==> src/rtl/itra_pkg.sv <==
// ----------------------------------------------------------------------------
// itra_pkg
// Shared constants and helpers for the integer to radix ASCII converter.
// ----------------------------------------------------------------------------
package itra_pkg;

    localparam int VALUE_BITS_DEF = 31;
    localparam int RADIX_W        = 6;
    localparam int CHAR_W         = 7;
    localparam int BIT_W          = 3;

    localparam logic [RADIX_W-1:0] RADIX_RESET = 6'd10;
    localparam logic [RADIX_W-1:0] RADIX_MIN   = 6'd2;
    localparam logic [RADIX_W-1:0] RADIX_MAX   = 6'd36;

    localparam logic [CHAR_W-1:0] CHAR_ZERO  = 7'd48;  // '0'
    localparam logic [CHAR_W-1:0] CHAR_ALPHA = 7'd65;  // 'A'
    localparam logic [RADIX_W-1:0] DEC_TEN   = 6'd10;

    // Clamp the programmed base into 2..36.
    function automatic logic [RADIX_W-1:0] eff_radix(input logic [RADIX_W-1:0] r);
        if (r < RADIX_MIN) begin
            return RADIX_MIN;
        end else if (r > RADIX_MAX) begin
            return RADIX_MAX;
        end
        return r;
    endfunction

    // Highest quotient bit a digit of base b can need (digit <= b-1).
    function automatic logic [BIT_W-1:0] top_bit(input logic [RADIX_W-1:0] b);
        if (b <= 6'd2) begin
            return 3'd0;
        end else if (b <= 6'd4) begin
            return 3'd1;
        end else if (b <= 6'd8) begin
            return 3'd2;
        end else if (b <= 6'd16) begin
            return 3'd3;
        end else if (b <= 6'd32) begin
            return 3'd4;
        end
        return 3'd5;
    endfunction

    function automatic logic [CHAR_W-1:0] digit_ascii(input logic [RADIX_W-1:0] d);
        if (d < DEC_TEN) begin
            return CHAR_ZERO + CHAR_W'(d);
        end
        return CHAR_ALPHA + CHAR_W'(d - DEC_TEN);
    endfunction

endpackage

==> src/rtl/itra_ram.sv <==
// ----------------------------------------------------------------------------
// itra_ram
// Generic single write port, single read port RAM with registered read.
// ----------------------------------------------------------------------------
module itra_ram #(
    parameter int WIDTH = 8,
    parameter int DEPTH = 16
) (
    input  logic                     aclk,
    input  logic                     we,
    input  logic [$clog2(DEPTH)-1:0] waddr,
    input  logic [WIDTH-1:0]         wdata,
    input  logic [$clog2(DEPTH)-1:0] raddr,
    output logic [WIDTH-1:0]         rdata
);

    logic [WIDTH-1:0] mem [DEPTH];

    always_ff @(posedge aclk) begin
        if (we) begin
            mem[waddr] <= wdata;
        end
        rdata <= mem[raddr];
    end

endmodule

==> src/rtl/integer_to_radix_ascii.sv <==
// Sequence: climb powers of the base, storing each, then per digit shift-subtract
//   its quotient bits (1 for base 2, up to 6 for bases 33..36) and emit it, holding
//   the digit until it is taken; every digit after the first needs one power fetch.
// A new value is accepted only once the last digit of the previous one is taken.
// Reset: aresetn synchronous active low; radix returns to 10, sequencer to idle.
// ----------------------------------------------------------------------------
// integer_to_radix_ascii
// Converts a non-negative integer to its ASCII digits in base 2..36, MSB first.
// ----------------------------------------------------------------------------
module integer_to_radix_ascii
    import itra_pkg::*;
#(
    parameter int VALUE_BITS = VALUE_BITS_DEF
) (
    input  logic                  aclk,
    input  logic                  aresetn,
    // configuration
    input  logic                  cfg_we,
    input  logic [RADIX_W-1:0]    cfg_wdata,
    // input channel
    input  logic                  s_valid,
    output logic                  s_ready,
    input  logic [VALUE_BITS-1:0] s_value,
    // result channel
    output logic                  m_valid,
    input  logic                  m_ready,
    output logic [CHAR_W-1:0]     m_digit_char,
    output logic                  m_last_digit
);

    // Wide enough for a power times the base, or a power shifted by up to five.
    localparam int PW = VALUE_BITS + RADIX_W;
    localparam int AW = $clog2(VALUE_BITS);

    // Sequencer states
    localparam logic [2:0] ST_IDLE  = 3'd0;  // waiting for a value
    localparam logic [2:0] ST_POW   = 3'd1;  // climb powers of the base, store each
    localparam logic [2:0] ST_DIV   = 3'd2;  // shift-subtract one quotient bit a cycle
    localparam logic [2:0] ST_EMIT  = 3'd3;  // digit held on the result port
    localparam logic [2:0] ST_FETCH = 3'd4;  // next lower power arrives from RAM

    logic [2:0]            state_reg, state_next;
    logic [RADIX_W-1:0]    radix_reg;
    logic [RADIX_W-1:0]    base_reg, base_next;
    logic [VALUE_BITS-1:0] rem_reg, rem_next;      // value still to be digitized
    logic [VALUE_BITS-1:0] pow_reg, pow_next;      // current power of the base
    logic [AW-1:0]         cnt_reg, cnt_next;      // exponent of pow_reg
    logic [BIT_W-1:0]      bit_reg, bit_next;      // quotient bit under test
    logic [RADIX_W-1:0]    dig_reg, dig_next;      // digit being built

    logic [PW-1:0]         prod;
    logic [PW-1:0]         trial;
    logic                  ram_we;
    logic [VALUE_BITS-1:0] ram_rdata;

    // Datapath: one narrow multiply for the power climb, one shift+compare
    // +subtract for digit extraction.
    assign prod  = PW'(pow_reg) * PW'(base_reg);
    assign trial = PW'(pow_reg) << bit_reg;

    // Power stack: each power written during the climb, read back on the way down.
    assign ram_we = (state_reg == ST_POW);

    itra_ram #(
        .WIDTH (VALUE_BITS),
        .DEPTH (VALUE_BITS)
    ) u_pow_ram (
        .aclk  (aclk),
        .we    (ram_we),
        .waddr (cnt_reg),
        .wdata (pow_reg),
        .raddr (AW'(cnt_reg - AW'(1))),
        .rdata (ram_rdata)
    );

    assign s_ready      = (state_reg == ST_IDLE);
    assign m_valid      = (state_reg == ST_EMIT);
    assign m_digit_char = digit_ascii(dig_reg);
    assign m_last_digit = (cnt_reg == '0);

    always_comb begin
        state_next = state_reg;
        base_next  = base_reg;
        rem_next   = rem_reg;
        pow_next   = pow_reg;
        cnt_next   = cnt_reg;
        bit_next   = bit_reg;
        dig_next   = dig_reg;
        unique case (state_reg)
            ST_IDLE: begin
                if (s_valid) begin
                    base_next  = eff_radix(radix_reg);
                    rem_next   = s_value;
                    pow_next   = VALUE_BITS'(1);
                    cnt_next   = '0;
                    state_next = ST_POW;
                end
            end
            ST_POW: begin
                if (prod <= PW'(rem_reg)) begin
                    pow_next = prod[VALUE_BITS-1:0];
                    cnt_next = AW'(cnt_reg + AW'(1));
                end else begin
                    bit_next   = top_bit(base_reg);
                    dig_next   = '0;
                    state_next = ST_DIV;
                end
            end
            ST_DIV: begin
                if (trial <= PW'(rem_reg)) begin
                    rem_next = rem_reg - trial[VALUE_BITS-1:0];
                    dig_next = dig_reg | (RADIX_W'(1) << bit_reg);
                end
                if (bit_reg == '0) begin
                    state_next = ST_EMIT;
                end else begin
                    bit_next = bit_reg - BIT_W'(1);
                end
            end
            ST_EMIT: begin
                if (m_ready) begin
                    if (cnt_reg == '0) begin
                        state_next = ST_IDLE;
                    end else begin
                        // RAM read of cnt-1 was launched this cycle
                        cnt_next   = AW'(cnt_reg - AW'(1));
                        state_next = ST_FETCH;
                    end
                end
            end
            ST_FETCH: begin
                pow_next   = ram_rdata;
                bit_next   = top_bit(base_reg);
                dig_next   = '0;
                state_next = ST_DIV;
            end
            default: begin
                state_next = ST_IDLE;
            end
        endcase
    end

    always_ff @(posedge aclk) begin
        if (!aresetn) begin
            state_reg <= ST_IDLE;
            radix_reg <= RADIX_RESET;
        end else begin
            state_reg <= state_next;
            if (cfg_we) begin
                radix_reg <= cfg_wdata;
            end
        end
    end

    // Datapath, no reset needed
    always_ff @(posedge aclk) begin
        base_reg <= base_next;
        rem_reg  <= rem_next;
        pow_reg  <= pow_next;
        cnt_reg  <= cnt_next;
        bit_reg  <= bit_next;
        dig_reg  <= dig_next;
    end

endmodule

==> config.mk <==
export PLATFORM = sky130hd
export DESIGN_NAME = integer_to_radix_ascii
export DESIGN_NICKNAME = d
export VERILOG_FILES = /design/src/rtl/itra_pkg.sv /design/src/rtl/itra_ram.sv /design/src/rtl/integer_to_radix_ascii.sv
export SDC_FILE = /design/constraint.sdc
export NUM_CORES = 2
export LEC_CHECK = 0
export ABC_AREA = 1
export BUFFER_PORTS_ARGS = -buffer_cell sky130_fd_sc_hd__buf_2
export CORE_UTILIZATION = 40
export DETAILED_ROUTE_END_ITERATION = 16
export PLACE_DENSITY = 0.53
export SYNTH_ARGS = -nofsm -noshare
export SYNTH_HDL_FRONTEND = slang
export SYNTH_SLANG_ARGS = --single-unit
==> constraint.sdc <==
create_clock -name aclk -period 15.2 [get_ports aclk]
set_clock_uncertainty 0.2 [all_clocks]
set_input_delay 0.76 -clock aclk [delete_from_list [all_inputs] [get_ports aclk]]
set_output_delay 0.76 -clock aclk [all_outputs]
set_load 0.03 [all_outputs]
==> results.md <==
- Run status: completed
- Total of warnings raised by yosys: 0
- Worst path required time: 15.33 ns
- Clk Latency, worst-skew pair: 0.75 ns
- Post-CTS Hold Buffers: 2
- Number of slew-limit violations in the final report: 0
- Maximum number of pins on one net before global-route repair: 194
- Post-synthesis register bit count: 1083
- Aggregate global-route resource usage: 0.2505
- Global routing met3 resource utilization: 0.03339
- Final critical-path share of the clock period: 0.4835
- Die span in y: 366.5 um
- Total CTS buffers: 115
- Resized cells post-CTS: 0
- Final estimated routing congestion in global placement: 0.9338
- Slowest stage cell, crit path: sky130_fd_sc_hd__edfxtp_1
- Met2 Resource Use GR: 0.4006
- Top Ports: 52
- Reg with most FFs: u_pow_ram.mem
- Xor-xnor portion of the synthesized cell area: 0.008407
- Syn avg cell area: 10.73 um2
- Final critical delay including setup and external delays: 7.349 ns
- Share of the yosys chip area belonging to registers: 0.6045
- Setup repair after global routing missed its margin: no
- Met1 Track Usage GR: 0.3532
- Mux contribution to synthesized area: 0.0001884
- Half-perimeter wire length after detailed placement: 98380 um
- Core area: 131600 um2
- Vias in the first global route: 36710
- Number of sinks driven by the clock tree: 1083
- Count of standard-cell rows: 133
- Clock tree from TritonCTS: built
- Number of nets at the end of the flow: 5233
- Area enclosed by the die boundary: 134300 um2
- Sum of overflow across all layers after global routing: 0
- Via count: 37930
- Critical Path Fanout Max: 39
- Min-delay worst type: input port to register
- Maximum cell stage delay along the critical path: 1.20 ns
- Input/output buffers: 51
- Dominant combinational cell family by area after synthesis: compound AO/OA/AOI/OAI gates
- Adder-cell share of the synthesized area: 0.07978
- Total iterations of the first detailed-routing run: 6
- Worst-path clk slew: 0.06 ns
- DRC violations left: 0
- Antenna violations before repair: 10
- Kind of end point of the critical path: register
- Netlist cell types: 55
- Setup Fix Bufs, Post-CTS: 0
- Effective utilization at floorplan: 0.4036
- Compound-gate portion of the synthesized area: 0.1307
- Max_slew headroom: 0.09852
- Highest clock frequency the design can meet: 136.1 MHz
- Area grow syn2layout: 12.14%
- Simple logic cell fraction of the synthesized area: 0.1143
- Hold Fails Final Rpt: 0
- Number of maximum-capacitance violations: 0
- Type of origin of the critical path: register
- Total of endpoints with negative setup slack in the final report: 0
- Post-route antenna net violation count: 0
- Synthesized net count: 5262
- Sum of negative setup slack: 0 ns
- Most frequent cells in the layout: sky130_fd_sc_hd__edfxtp_1, sky130_fd_sc_hd__nand2_1, sky130_fd_sc_hd__o21ai_0
- Fraction of layout instances using a drive strength above 1: 0.08376
- Number of flip-flops under the largest register name: 961
- Per-cell via count in the routed design: 5.593
- Final antenna diode count: 0
- Maximum level of the CTS H-tree: 3
- Post-synthesis instance total: 4952
- Gr busiest metal: met2
- Critical path type: register to register
- Cell area after synthesis: 53130 um2
- Clock Path Buffers: 3
- Die Wd: 366.5 um
- Detailed-route wire length per cell: 25.17 um
- Global-route wire length before repair: 248400 um
- Most common cell after layout, fill and taps aside: sky130_fd_sc_hd__edfxtp_1
- DRT iter0 DRCs: 3905
- Most used cell, CP: sky130_fd_sc_hd__nand2_1
- Cell chosen for the clock root: sky130_fd_sc_hd__clkbuf_16
- CP Data Arrival Time: 7.47 ns
- Wire length after detailed routing: 170700 um
- Transition time at the pin with the least slew margin: 1.352 ns
-- cells in the mapped netlist (all sizes together) --
library cell  instances  area, um2
edfxtp             1043      31320
nand2               696       2633
nor2                674       2542
o21ai               669       3363
inv                 559       2098
clkbuf              232      889.6
o221ai              156       1366
ha                  150       1877
nand3               119      600.6
fa                  118       2362
a21oi               103      526.8
buf                  64      306.6
o22ai                64      400.4
a31oi                44      275.3
dfxtp                40      800.8
o211ai               32      240.2
a32oi                31      271.5
a22o                 28      245.2
xnor2                26      227.7
xor2                 25      219.0
nor3                 14      80.08
nand4                12      90.09
o21bai               11      86.33
or2                   9      56.31
a21o                  7      52.55
nand3b                5      37.54
o21a                  3      22.52
o31ai                 3      27.52
a211oi                2      15.01
a21boi                2      15.01
a221o                 2      20.02
nor4                  2      12.51
a221oi                1      8.760
and2                  1      6.260
and3                  1      6.260
clkinv                1      3.750
mux2i                 1      10.01
nor3b                 1      7.510
o2111ai               1      8.760
-- per-stage QoR --
stage	setup WS [ns]	util	hold slack [ns]	area, um2	cells
after floorplan	8.405	-	0.2450	53130	4952
after global placement	7.858	0.4216	0.2281	55490	6559
after detailed placement	7.824	0.4216	0.2365	55490	6559
after CTS	7.794	0.4526	0.01369	59580	6781
after global routing	7.309	0.4526	0.06804	59580	6781
final	7.851	0.4526	0.06253	59580	6781
-- path summary, 6_finish.rpt --
check             cells past startpoint          from  slack [ns]      endpoint
hold / removal                        2       aresetn        0.06  radix_reg[1]
hold reg to reg                       0  radix_reg[5]        0.26   base_reg[5]
setup reg to reg                     30   pow_reg[12]        7.85   pow_reg[22]
setup / recovery                     30   pow_reg[12]        7.85   pow_reg[22]
-- cell type report --
| type | instances | area [um2] |
|---|---|---|
| Fill cell | 12210 | 72050 |
| Sequential cell | 1083 | 32120 |
| Multi-Input combinational cell | 3013 | 18020 |
| Clock buffer | 153 | 3241 |
| Tap cell | 1755 | 2196 |
| Inverter | 560 | 2122 |
| Timing Repair Buffer | 150 | 1054 |
| Clock inverter | 67 | 827.0 |
-- per-layer routing --
metal	wire, um	part of all wire	up-vias
met5	36	0.00021	-
met4	4896	0.029	6
met3	11740	0.069	276
met2	78600	0.46	1424
met1	75370	0.44	19050
li1	-	-	17170
-- worst max-delay path: cells and delay by family (launching register included) --
family                     cells  cell delay, ns
AOI/OAI and AO/OA              2            0.24
xor gates and xnor gates       1            0.31
adders and majority gates      5            2.09
buffers and inverters          7            0.46
DFF                            1            1.20
and+or+nand+nor               15            2.44
-- logic make-up after synthesis --
kind of cell / count (synthesis)
AOI/OAI and AO/OA: 1159
xor gates and xnor gates: 51
adders and majority gates: 268
buffers and inverters: 856
DFF: 1083
muxes: 1
and+or+nand+nor: 1534
Power is not shown: default switching activity piles up to over one toggle a cycle in this logic, so the estimate is an artifact.
